[src/design/prlc_pkg.sv]
// Package for the PIN retry lockout controller: sizes, command and register codes,
// payload structs and the control struct between controller and datapath.
// No dependencies.
package prlc_pkg;

    localparam int SCOPES     = 3;
    localparam int PIN_DIGITS = 4;
    localparam int SIDX_W     = (SCOPES > 1) ? $clog2(SCOPES) : 1;
    localparam int TIME_W     = 48;
    localparam int PADDR_W    = 4;
    localparam int PDATA_W    = 32;

    localparam logic [2:0] CMD_VERIFY      = 3'd0;
    localparam logic [2:0] CMD_QUERY_LOCK  = 3'd1;
    localparam logic [2:0] CMD_RESET_SCOPE = 3'd3;
    localparam logic [2:0] CMD_RESET_ALL   = 3'd4;

    localparam logic [1:0] REG_SECURITY     = 2'd0;
    localparam logic [1:0] REG_MAX_ATTEMPTS = 2'd1;
    localparam logic [1:0] REG_LOCKOUT      = 2'd2;

    localparam logic [0:0]  RST_SECURITY     = 1'b1;
    localparam logic [7:0]  RST_MAX_ATTEMPTS = 8'd5;
    localparam logic [31:0] RST_LOCKOUT      = 32'd30000;

    localparam logic [7:0] FAIL_MAX  = 8'hFF;
    localparam logic [3:0] DIGIT_MAX = 4'd9;

    typedef struct packed {
        logic [2:0]        cmd;
        logic [1:0]        scope;
        logic [TIME_W-1:0] now_ms;
        logic [15:0]       pin_digits;
        logic              hash_match;
    } in_t;

    typedef struct packed {
        logic        granted;
        logic        locked;
        logic [31:0] remaining_ms;
        logic [7:0]  attempts_left;
        logic        rejected;
    } out_t;

    typedef struct packed {
        logic        security_enabled;
        logic [7:0]  max_attempts;
        logic [31:0] lockout_ms;
    } cfg_t;

    typedef struct packed {
        logic load;
        logic exec;
        logic publish;
    } ctrl_cmd_t;

endpackage

[src/design/prlc_regs.sv]
// Configuration register bank behind the APB-style port.
// Depends on prlc_pkg.
module prlc_regs (
    input  logic                           aclk,
    input  logic                           aresetn,
    input  logic                           psel,
    input  logic                           penable,
    input  logic                           pwrite,
    input  logic [prlc_pkg::PADDR_W-1:0]   paddr,
    input  logic [prlc_pkg::PDATA_W-1:0]   pwdata,
    output logic [prlc_pkg::PDATA_W-1:0]   prdata,
    output logic                           pready,
    output prlc_pkg::cfg_t                 cfg
);
    import prlc_pkg::*;

    cfg_t       cfg_reg;
    cfg_t       cfg_next;
    logic       wr_en;
    logic [1:0] reg_idx;

    assign reg_idx = paddr[PADDR_W-1:2];
    assign wr_en   = psel && penable && pwrite && pready;
    assign pready  = 1'b1;

    always_comb begin
        cfg_next = cfg_reg;
        if (wr_en) begin
            case (reg_idx)
                REG_SECURITY:     cfg_next.security_enabled = pwdata[0];
                REG_MAX_ATTEMPTS: cfg_next.max_attempts     = pwdata[7:0];
                REG_LOCKOUT:      cfg_next.lockout_ms       = pwdata[31:0];
                default:          cfg_next = cfg_reg;
            endcase
        end
    end

    always_ff @(posedge aclk) begin
        if (!aresetn) begin
            cfg_reg.security_enabled <= RST_SECURITY[0];
            cfg_reg.max_attempts     <= RST_MAX_ATTEMPTS;
            cfg_reg.lockout_ms       <= RST_LOCKOUT;
        end else begin
            cfg_reg <= cfg_next;
        end
    end

    always_comb begin
        case (reg_idx)
            REG_SECURITY:     prdata = {{(PDATA_W-1){1'b0}}, cfg_reg.security_enabled};
            REG_MAX_ATTEMPTS: prdata = {{(PDATA_W-8){1'b0}}, cfg_reg.max_attempts};
            REG_LOCKOUT:      prdata = cfg_reg.lockout_ms;
            default:          prdata = '0;
        endcase
    end

    assign cfg = cfg_reg;

endmodule

[src/design/prlc_ctrl.sv]
// Sequencing FSM: accept, execute, publish into the output register.
// Depends on prlc_pkg.
module prlc_ctrl (
    input  logic                 aclk,
    input  logic                 aresetn,
    input  logic                 s_valid,
    output logic                 s_ready,
    output logic                 m_valid,
    input  logic                 m_ready,
    output prlc_pkg::ctrl_cmd_t  ctl
);
    import prlc_pkg::*;

    localparam logic [1:0] ST_IDLE = 2'd0;
    localparam logic [1:0] ST_EXEC = 2'd1;
    localparam logic [1:0] ST_STAT = 2'd2;

    logic [1:0] state_reg;
    logic [1:0] state_next;
    logic       m_valid_reg;
    logic       m_valid_next;

    always_comb begin
        state_next  = state_reg;
        ctl.load    = 1'b0;
        ctl.exec    = 1'b0;
        ctl.publish = 1'b0;
        case (state_reg)
            ST_IDLE: begin
                if (s_valid) begin
                    ctl.load   = 1'b1;
                    state_next = ST_EXEC;
                end
            end
            ST_EXEC: begin
                ctl.exec   = 1'b1;
                state_next = ST_STAT;
            end
            ST_STAT: begin
                if (!m_valid_reg || m_ready) begin
                    ctl.publish = 1'b1;
                    state_next  = ST_IDLE;
                end
            end
            default: state_next = ST_IDLE;
        endcase
    end

    always_comb begin
        m_valid_next = m_valid_reg;
        if (ctl.publish) begin
            m_valid_next = 1'b1;
        end else if (m_ready) begin
            m_valid_next = 1'b0;
        end
    end

    always_ff @(posedge aclk) begin
        if (!aresetn) begin
            state_reg   <= ST_IDLE;
            m_valid_reg <= 1'b0;
        end else begin
            state_reg   <= state_next;
            m_valid_reg <= m_valid_next;
        end
    end

    assign s_ready = (state_reg == ST_IDLE);
    assign m_valid = m_valid_reg;

`ifndef ASSERT_OFF
    a_publish_free: assert property (@(posedge aclk) disable iff (!aresetn)
        ctl.publish |-> (!m_valid_reg || m_ready))
        else $error("result overwritten while still pending");

    a_accept_exec: assert property (@(posedge aclk) disable iff (!aresetn)
        (s_valid && s_ready) |=> (state_reg == ST_EXEC))
        else $error("accepted transaction not executed");

    a_exec_stat: assert property (@(posedge aclk) disable iff (!aresetn)
        (state_reg == ST_EXEC) |=> (state_reg == ST_STAT))
        else $error("execute not followed by status");

    a_rise_from_stat: assert property (@(posedge aclk) disable iff (!aresetn)
        $rose(m_valid_reg) |-> $past(state_reg == ST_STAT))
        else $error("result raised outside status state");
`endif

endmodule

[src/design/prlc_dp.sv]
// Datapath: input register, per-scope counter and deadline state, update and
// status logic, output register. Depends on prlc_pkg.
module prlc_dp (
    input  logic                 aclk,
    input  logic                 aresetn,
    input  prlc_pkg::ctrl_cmd_t  ctl,
    input  prlc_pkg::cfg_t       cfg,
    input  prlc_pkg::in_t        s_data,
    output prlc_pkg::out_t       m_data
);
    import prlc_pkg::*;

    in_t               item_reg;
    logic [7:0]        fc_reg [SCOPES];
    logic [TIME_W-1:0] dl_reg [SCOPES];
    logic              granted_reg;
    logic              rejected_reg;
    logic              show_reg;
    out_t              result_reg;

    logic              scope_ok;
    logic [SIDX_W-1:0] sidx;
    logic              digits_ok;
    logic [7:0]        cur_fc;
    logic [TIME_W-1:0] cur_dl;
    logic              lock_now;
    logic              expired;
    logic [7:0]        base_fc;
    logic [7:0]        fc_inc;
    logic [TIME_W:0]   dl_sum;
    logic [TIME_W-1:0] dl_arm;
    logic              is_op;
    logic              wr_en;
    logic              clr_all;
    logic [7:0]        wr_fc;
    logic [TIME_W-1:0] wr_dl;
    logic              granted_c;
    logic              rejected_c;

    logic [7:0]        st_fc;
    logic [TIME_W-1:0] st_dl;
    logic [TIME_W:0]   rem_diff;
    logic              st_gt;
    logic [31:0]       st_rem;
    logic [8:0]        att_diff;
    logic [7:0]        st_att;

    assign scope_ok = ({1'b0, item_reg.scope} < 3'(SCOPES));
    assign sidx     = scope_ok ? item_reg.scope[SIDX_W-1:0] : '0;
    assign is_op    = (item_reg.cmd <= CMD_RESET_ALL);

    always_comb begin
        digits_ok = 1'b1;
        for (int i = 0; i < PIN_DIGITS; i++) begin
            if (item_reg.pin_digits[4*i +: 4] > DIGIT_MAX) begin
                digits_ok = 1'b0;
            end
        end
    end

    // execute cycle
    assign cur_fc   = fc_reg[sidx];
    assign cur_dl   = dl_reg[sidx];
    assign lock_now = (cur_dl > item_reg.now_ms);
    assign expired  = !lock_now && (cur_dl != '0);
    assign base_fc  = expired ? 8'd0 : cur_fc;
    assign fc_inc   = base_fc + 8'd1;
    assign dl_sum   = {1'b0, item_reg.now_ms} + {{(TIME_W-31){1'b0}}, cfg.lockout_ms};
    assign dl_arm   = dl_sum[TIME_W] ? {TIME_W{1'b1}} : dl_sum[TIME_W-1:0];

    always_comb begin
        wr_en      = 1'b0;
        clr_all    = 1'b0;
        wr_fc      = cur_fc;
        wr_dl      = cur_dl;
        granted_c  = 1'b0;
        rejected_c = is_op && (item_reg.cmd != CMD_RESET_ALL) && !scope_ok;
        case (item_reg.cmd)
            CMD_VERIFY: begin
                if (!scope_ok || !digits_ok) begin
                    rejected_c = 1'b1;
                end else if (!cfg.security_enabled && (item_reg.scope == 2'd0)) begin
                    granted_c = 1'b1;
                end else if (!lock_now) begin
                    wr_en = 1'b1;
                    wr_dl = '0;
                    if (item_reg.hash_match) begin
                        wr_fc     = 8'd0;
                        granted_c = 1'b1;
                    end else if (base_fc != FAIL_MAX) begin
                        wr_fc = fc_inc;
                        if (fc_inc >= cfg.max_attempts) begin
                            wr_dl = dl_arm;
                        end
                    end else begin
                        wr_fc = base_fc;
                    end
                end
            end
            CMD_QUERY_LOCK: begin
                if (scope_ok && expired) begin
                    wr_en = 1'b1;
                    wr_fc = 8'd0;
                    wr_dl = '0;
                end
            end
            CMD_RESET_SCOPE: begin
                if (scope_ok) begin
                    wr_en = 1'b1;
                    wr_fc = 8'd0;
                    wr_dl = '0;
                end
            end
            CMD_RESET_ALL: begin
                clr_all = 1'b1;
            end
            default: begin
                wr_en = 1'b0;
            end
        endcase
    end

    always_ff @(posedge aclk) begin
        if (!aresetn) begin
            for (int i = 0; i < SCOPES; i++) begin
                fc_reg[i] <= 8'd0;
                dl_reg[i] <= '0;
            end
        end else if (ctl.exec) begin
            if (clr_all) begin
                for (int i = 0; i < SCOPES; i++) begin
                    fc_reg[i] <= 8'd0;
                    dl_reg[i] <= '0;
                end
            end else if (wr_en) begin
                fc_reg[sidx] <= wr_fc;
                dl_reg[sidx] <= wr_dl;
            end
        end
    end

    always_ff @(posedge aclk) begin
        if (ctl.load) begin
            item_reg <= s_data;
        end
        if (ctl.exec) begin
            granted_reg  <= granted_c;
            rejected_reg <= rejected_c;
            show_reg     <= is_op && scope_ok;
        end
    end

    // status cycle, reads the updated entry
    assign st_fc    = fc_reg[sidx];
    assign st_dl    = dl_reg[sidx];
    assign rem_diff = {1'b0, st_dl} - {1'b0, item_reg.now_ms};
    assign st_gt    = !rem_diff[TIME_W] && (rem_diff[TIME_W-1:0] != '0);
    assign st_rem   = !st_gt ? 32'd0 :
                      (rem_diff[TIME_W-1:32] != '0) ? 32'hFFFF_FFFF : rem_diff[31:0];
    assign att_diff = {1'b0, cfg.max_attempts} - {1'b0, st_fc};
    assign st_att   = att_diff[8] ? 8'd0 : att_diff[7:0];

    always_ff @(posedge aclk) begin
        if (ctl.publish) begin
            result_reg.granted       <= granted_reg;
            result_reg.rejected      <= rejected_reg;
            result_reg.locked        <= show_reg && st_gt;
            result_reg.remaining_ms  <= show_reg ? st_rem : 32'd0;
            result_reg.attempts_left <= show_reg ? st_att : 8'd0;
        end
    end

    assign m_data = result_reg;

endmodule

[src/design/pin_retry_lockout_controller_core.sv]
// Top level of the PIN retry lockout controller: register bank, FSM and datapath.
// Depends on prlc_pkg, prlc_regs, prlc_ctrl, prlc_dp.
//
//   port group   dir   handshake          payload
//   s_*          in    s_valid/s_ready    s_data (in_t)
//   m_*          out   m_valid/m_ready    m_data (out_t)
//   apb          in    psel/penable       paddr, pwdata, prdata
//
// Each transaction passes through accept, execute (entry update, 48-bit compare
// and deadline add) and status (48-bit subtract into the output register).
// A new transaction is taken while a result waits in the output register; the
// status cycle stalls only when that register is still full.
// Reset is synchronous, active low, and clears all per-scope state at once.
module pin_retry_lockout_controller_core (
    input  logic                           aclk,
    input  logic                           aresetn,
    input  logic                           s_valid,
    output logic                           s_ready,
    input  prlc_pkg::in_t                  s_data,
    output logic                           m_valid,
    input  logic                           m_ready,
    output prlc_pkg::out_t                 m_data,
    input  logic                           psel,
    input  logic                           penable,
    input  logic                           pwrite,
    input  logic [prlc_pkg::PADDR_W-1:0]   paddr,
    input  logic [prlc_pkg::PDATA_W-1:0]   pwdata,
    output logic [prlc_pkg::PDATA_W-1:0]   prdata,
    output logic                           pready
);
    import prlc_pkg::*;

    cfg_t      cfg;
    ctrl_cmd_t ctl;

    prlc_regs u_regs (
        .aclk    (aclk),
        .aresetn (aresetn),
        .psel    (psel),
        .penable (penable),
        .pwrite  (pwrite),
        .paddr   (paddr),
        .pwdata  (pwdata),
        .prdata  (prdata),
        .pready  (pready),
        .cfg     (cfg)
    );

    prlc_ctrl u_ctrl (
        .aclk    (aclk),
        .aresetn (aresetn),
        .s_valid (s_valid),
        .s_ready (s_ready),
        .m_valid (m_valid),
        .m_ready (m_ready),
        .ctl     (ctl)
    );

    prlc_dp u_dp (
        .aclk    (aclk),
        .aresetn (aresetn),
        .ctl     (ctl),
        .cfg     (cfg),
        .s_data  (s_data),
        .m_data  (m_data)
    );

endmodule

[config.mk]
export PLATFORM = sky130hd
export DESIGN_NAME = pin_retry_lockout_controller_core
export DESIGN_NICKNAME = d
export VERILOG_FILES = /design/src/design/prlc_pkg.sv /design/src/design/prlc_regs.sv /design/src/design/prlc_ctrl.sv /design/src/design/prlc_dp.sv /design/src/design/pin_retry_lockout_controller_core.sv
export SDC_FILE = /design/constraint.sdc
export NUM_CORES = 1
export LEC_CHECK = 0
export BUFFER_PORTS_ARGS = -buffer_cell sky130_fd_sc_hd__buf_4
export CORE_MARGIN = 4
export CORE_UTILIZATION = 55
export DETAILED_ROUTE_END_ITERATION = 16
export GPL_TIMING_DRIVEN = 0
export PLACE_DENSITY = 0.74
export SLEW_MARGIN = 10
export SYNTH_ARGS = -nofsm -noshare
export SYNTH_HDL_FRONTEND = slang
export SYNTH_SLANG_ARGS = --single-unit
[constraint.sdc]
create_clock -name aclk -period 12.1 [get_ports aclk]
set_clock_uncertainty 0.15 [all_clocks]
set_input_delay 0 -clock aclk [delete_from_list [all_inputs] [get_ports aclk]]
set_output_delay 0 -clock aclk [all_outputs]
set_load 0.01 [all_outputs]
==> results.json, run 1 <==
{
  "gp_congestion": 0.9930,
  "tns_ns": 0,
  "synthTopCellsByArea": "edfxtp_1, ha_1, mux4_2",
  "cp_common_cell": "ha_1",
  "multi_input_area_mm2": 0.009966,
  "worst_ep_required_time_ns": 12.25,
  "synthCells": 2080,
  "power.switching_mw": 0.9754,
  "synth-main-ff-cell": "edfxtp_1",
  "yosys_warnings": 0,
  "cp-end-kind": "flop",
  "arrival_ns": 9.33,
  "grt_first_pass_wirelength_um": 110200,
  "synthArstFlopShare_pct": 0,
  "maxSlewHeadroom_pct": 11.05,
  "hpwl_um": 52020,
  "via_per_inst": 6.216,
  "clkPwrFrac_pct": 35.1,
  "grt_antenna_before_repair": 0,
  "hold_viol": 0,
  "htree_levels": 2,
  "hp-class": "input port to flop",
  "synth_edf_count": 336,
  "final-seq-area_mm2": 0.01097,
  "grt_max_degree": 49,
  "clockBufferDepth": 3,
  "start_util_pct": 56.11,
  "drt-total-wl_um": 72490,
  "hold_ws_ns": 0.08498,
  "drt_first_pass_iters": 8,
  "hold_buffers": 209,
  "drt-wirelength-per-cell_um": 23.62,
  "drive_gt1_share_pct": 14.27,
  "largest_reg_flops": 192,
  "ioPinCount": 191,
  "drt-initial-drc-count": 2436,
  "startpoint_type": "flop",
  "clk_latency_ns": 0.59,
  "core_area_mm2": 0.03892,
  "final.min_clock_period_ns": 9.180,
  "vdd.ir_drop.worst_mv": 0.1292,
  "finalMaxSlewViolations": 0,
  "finalSetupViolCount": 0,
  "num-fill-cells": 2819,
  "syn_to_final_growth_pct": 25.51,
  "p_int_mw": 2.414,
  "synth.most_common_cell": "edfxtp_1",
  "syn_nets": 2297,
  "die_y_um": 207.2,
  "clk_pin_slew_ns": 0.06,
  "ys_types": 78,
  "drc_errors": 0,
  "power_frac_seq_pct": 44.5,
  "synthesis.area_mm2": 0.02183,
  "synth_common_cells": "edfxtp_1, nor2_1, nand2_1",
  "port_buffers": 183,
  "grt_pass1_vias": 18650,
  "cp_slowest_cell": "clkbuf_1",
  "synth_seq_cells": 380,
  "cp_slowest_stage_delay_ns": 0.74,
  "cp_max_fo": 10,
  "p_leak_nw": 10.75,
  "vias": 19080,
  "maxCapViolCount": 0,
  "grtUsageTotal_pct": 32.75,
  "post_cts_buffers": 0,
  "yosysTopAreaCellShare_pct": 46.21,
  "ys_seq_area_share_pct": 50.24,
  "status": "completed",
  "die_area_mm2": 0.04295,
  "rsz0062_at_grt": "false",
  "syn-mean-instance-area_um2": 10.50,
  "p_per_area_mw_per_mm2": 123.7,
  "num_antenna_cells": 0,
  "fin_crit_sh_pct": 75.87,
  "root_buffer": "clkbuf_16",
  "power_frac_comb_pct": 20.5,
  "fin_nets": 2738,
  "rows": 72,
  "cts_resized": 0,
  "die_w_um": 207.2,
  "synth_top_cell_by_area": "edfxtp_1",
  "cts_sinks": 380,
  "ant_nets": 0,
  "grt_overflow": 0,
  "tightest_slew_ns": 1.318,
  "crit_type": "flop to flop",
  "cts_buffers": 39,
  "fmax_mhz": 108.9,
  "sw_frac_of_total_pct": 28.78,
  "cts_tree": "done"
}
-- kinds of logic after synthesis --
group,Yosys count,share of synthesized area [%]
AOI/OAI and AO/OA,508,14.80
xor gates and xnor gates,74,2.968
adders and majority gates,104,6.063
buffers and inverters,230,4.298
DFF,380,50.24
muxes,65,6.189
other,1,0.01717
and+or+nand+nor,718,15.43
-- area by class of cell --
class	count	share of cell area [%]
tap	518	2.365
sequential	380	40.03
timing repair buffer	400	13.31
multi-input combinational	1470	36.36
buffer	110	1.781
clock inverter	18	0.6757
clock buffer	53	3.826
inverter	120	1.644
-- layout by cell type, fill, tap and decap left out, types with 37 or more instances in the layout --
| master | n |
|---|---|
| buf_4 | 191 |
| a21o_1 | 51 |
| o21ai_0 | 104 |
| nand2_1 | 200 |
| edfxtp_1 | 336 |
| xnor2_1 | 47 |
| nor2_1 | 241 |
| a21oi_1 | 163 |
| dlygate4sd3_1 | 209 |
| inv_1 | 119 |
| nor3_1 | 37 |
| clkbuf_1 | 81 |
| dfxtp_1 | 44 |
| mux4_2 | 56 |
| nand3_1 | 37 |
| ha_1 | 101 |
| clkbuf_16 | 39 |
-- critical path: cells and delay by family (launching register included) --
| family | cells | cell delay [ns] |
|---|---|---|
| buffers and inverters | 7 | 2.32 |
| and+or+nand+nor | 10 | 2.69 |
| DFF | 1 | 0.43 |
| muxes | 1 | 0.51 |
| adders and majority gates | 4 | 1.22 |
| xor gates and xnor gates | 1 | 0.20 |
| AOI/OAI and AO/OA | 5 | 1.35 |
-- metal layers --
| layer | up-vias | share of wire, % | global-route usage (%) | wire [um] |
|---|---|---|---|---|
| met3 | 186 | 8.7 | 5.471 | 6276 |
| met4 | 0 | 4.1 | 11.76 | 2972 |
| met1 | 9240 | 40 | 44.43 | 28660 |
| met2 | 1067 | 48 | 53.83 | 34580 |
| li1 | 8583 | - | - | - |
| met5 | - | 0 | 0 | 0 |
-- per-stage QoR --
step	setup WS, ns	power [mW]	area, um^2	util, %	cells
after floorplan	4.782	1.946	21830	-	2080
after global placement	1.502	2.146	23860	61.30	2781
after detailed placement	3.112	2.155	24080	61.87	2789
after CTS	3.072	3.368	27410	70.42	3069
after global routing	2.466	3.511	27410	70.42	3069
final	2.920	3.389	27410	70.42	3069
-- power groups by stage --
| stage | Combinational (mW) | Sequential (mW) | Clock, mW |
|---|---|---|---|
| floorplan | 0.422 | 1.52 | 0 |
| global placement | 0.610 | 1.54 | 0 |
| detailed placement | 0.623 | 1.53 | 0 |
| CTS | 0.673 | 1.51 | 1.19 |
| global route | 0.749 | 1.51 | 1.25 |
| finish | 0.693 | 1.51 | 1.19 |
-- final timing paths --
check,startpoint,end,slack (ns),cells after the start
worst max-delay path,u_dp.item_reg[65],u_dp.dl_reg[0][0],2.92,28
worst min-delay path,pwdata[5],u_regs.cfg[37],0.08,4
worst max register to register,u_dp.item_reg[65],u_dp.dl_reg[0][0],2.92,28
worst min register to register,u_dp.rejected_reg,u_dp.m_data[0],0.28,0
(Power assumes the default switching activity.)
==> run 2, diff against run 1 <==
Settings changed: ABC_AREA set to 1.
Clock period 12.1 ns to 9.6 ns, I/O delays scaled along.
==> results.json, run 2 <==
{
  "synth.most_common_cell": "nand2_1",
  "root_buffer": "clkbuf_16",
  "grt_antenna_before_repair": 2,
  "rsz0062_at_grt": "false",
  "ys_seq_area_share_pct": 45.64,
  "yosys_warnings": 0,
  "die_w_um": 217.1,
  "hpwl_um": 72330,
  "fin_area_mm2": 0.02893,
  "hold_ws_ns": 0.01626,
  "crit_type": "flop to flop",
  "hold_viol": 0,
  "synth_edf_count": 336,
  "cts_buffers": 40,
  "die_area_mm2": 0.04712,
  "maxCapViolCount": 0,
  "synth_seq_cells": 380,
  "worst_ep_required_time_ns": 9.85,
  "ys_types": 48,
  "die_y_um": 217.1,
  "finalSetupViolCount": 0,
  "grt_max_degree": 37,
  "startpoint_type": "flop",
  "drt-wirelength-per-cell_um": 23.33,
  "grt_pass1_vias": 23410,
  "cp_max_fo": 10,
  "drt-total-wl_um": 95850,
  "drc_errors": 0,
  "cp_slowest_cell": "clkbuf_1",
  "cts_tree": "done",
  "syn_nets": 3339,
  "syn-mean-instance-area_um2": 7.700,
  "p_per_area_mw_per_mm2": 153.8,
  "clk_latency_ns": 0.57,
  "synth-main-ff-cell": "edfxtp_1",
  "drt-initial-drc-count": 3183,
  "p_leak_nw": 12.87,
  "mostFrequentLayoutCells": "nand2_1, nor2_1, inv_1",
  "hp-class": "input port to flop",
  "tns_ns": 0,
  "fin_nets": 3714,
  "gp_congestion": 0.9778,
  "synth_common_cells": "nand2_1, nor2_1, inv_1",
  "cp_slowest_stage_delay_ns": 0.75,
  "synthTopCellsByArea": "edfxtp_1, nand2_1, nor2_1",
  "clk_pin_slew_ns": 0.06,
  "final.min_clock_period_ns": 8.211,
  "syn_to_final_growth_pct": 20.36,
  "yosysTopAreaCellShare_pct": 41.97,
  "vdd.ir_drop.worst_mv": 0.1477,
  "via_per_inst": 5.905,
  "port_buffers": 182,
  "finalMaxSlewViolations": 0,
  "rows": 76,
  "htree_levels": 2,
  "ioPinCount": 191,
  "layout_commonest_cell": "nand2_1",
  "core_area_mm2": 0.04317,
  "place_area_mm2": 0.02634,
  "maxSlewHeadroom_pct": 19.09,
  "cp-end-kind": "flop",
  "fmax_mhz": 121.8,
  "tightest_slew_ns": 1.208,
  "power_mw": 4.449,
  "vias": 24260,
  "grtUsageTotal_pct": 39.54,
  "synthesis.area_mm2": 0.02404,
  "largest_reg_flops": 192,
  "cts_resized": 0,
  "drive_gt1_share_pct": 9.764,
  "clockBufferDepth": 3,
  "status": "completed",
  "fin_crit_sh_pct": 85.53,
  "start_util_pct": 55.68,
  "synthArstFlopShare_pct": 0,
  "grt_overflow": 0,
  "cp_common_cell": "nand2_1",
  "ant_nets": 0,
  "synthCells": 3122,
  "arrival_ns": 8.47,
  "grt_first_pass_wirelength_um": 139400,
  "drt_first_pass_iters": 7,
  "cts_sinks": 380,
  "synth_top_cell_by_area": "edfxtp_1"
}
run 2: report_power, final:
part	internal, mW	switching (mW)	leakage (nW)	total, mW
clock	0.823	0.664	0.579	1.49
sequential	1.87	0.0337	3.66	1.90
combinational	0.339	0.718	8.63	1.06
run 2: cell type report:
| class | instances | area (um^2) |
|---|---|---|
| buffer | 100 | 505.5 |
| fill | 3551 | 14240 |
| clock buffer | 53 | 1091 |
| multi-input combinational | 2222 | 11030 |
| sequential | 380 | 10970 |
| antenna | 1 | 2.502 |
| timing repair buffer | 333 | 2925 |
| inverter | 420 | 1577 |
| clock inverter | 15 | 101.3 |
| tap | 585 | 732.0 |
run 2: worst max-delay path: cells and delay by family, from the launching register on:
| family | cells | cell delay [ns] |
|---|---|---|
| flops | 1 | 0.43 |
| compound gates | 2 | 0.19 |
| fa+ha+maj | 4 | 1.12 |
| buf+inv | 9 | 2.13 |
| simple gates | 24 | 3.99 |
run 2: path summary, 6_finish.rpt:
check,start,endpoint,slack [ns],cells past startpoint
max reg2reg,u_dp.item_reg[65],u_dp.dl_reg[1][34],1.39,39
min reg2reg,u_dp.rejected_reg,u_dp.m_data[0],0.28,0
max,u_dp.item_reg[65],u_dp.dl_reg[1][34],1.39,39
min,s_data[39],u_dp.item_reg[39],0.02,2
run 2: cell families after synthesis:
| kind of cell | share of synthesized area [%] |
|---|---|
| buffers and inverters | 8.661 |
| XOR/XNOR | 1.166 |
| AO/OA/AOI/OAI | 12.18 |
| AND/OR/NAND/NOR | 26.83 |
| flip-flops | 45.64 |
| adder cells (fa/ha/maj) | 5.507 |
| other | 0.01560 |
run 2: timing repair:
| item | in CTS | in global routing |
|---|---|---|
| endpoints found under the hold margin | 119 | 0 |
| setup buffers | 0 | 0 |
| hold buffers | 140 | 0 |
run 2: metrics by stage:
step	std cells	utilization, %	setup slack, ns
2_1_floorplan	3122	-	3.180
3_3_place_gp	3889	60.54	-0.5810
3_5_place_dp	3900	61.00	1.833
4_1_cts	4108	67.01	1.742
5_1_grt	4109	67.02	1.149
6_report	4109	67.02	1.389
run 2: metal layers:
metal	global-route usage, %	wire [um]	part of all wire (%)
met1	46.43	33180	35
met2	64.47	43020	45
met5	0	7	0.0073
met3	12.66	12460	13
met4	22.03	7173	7.5
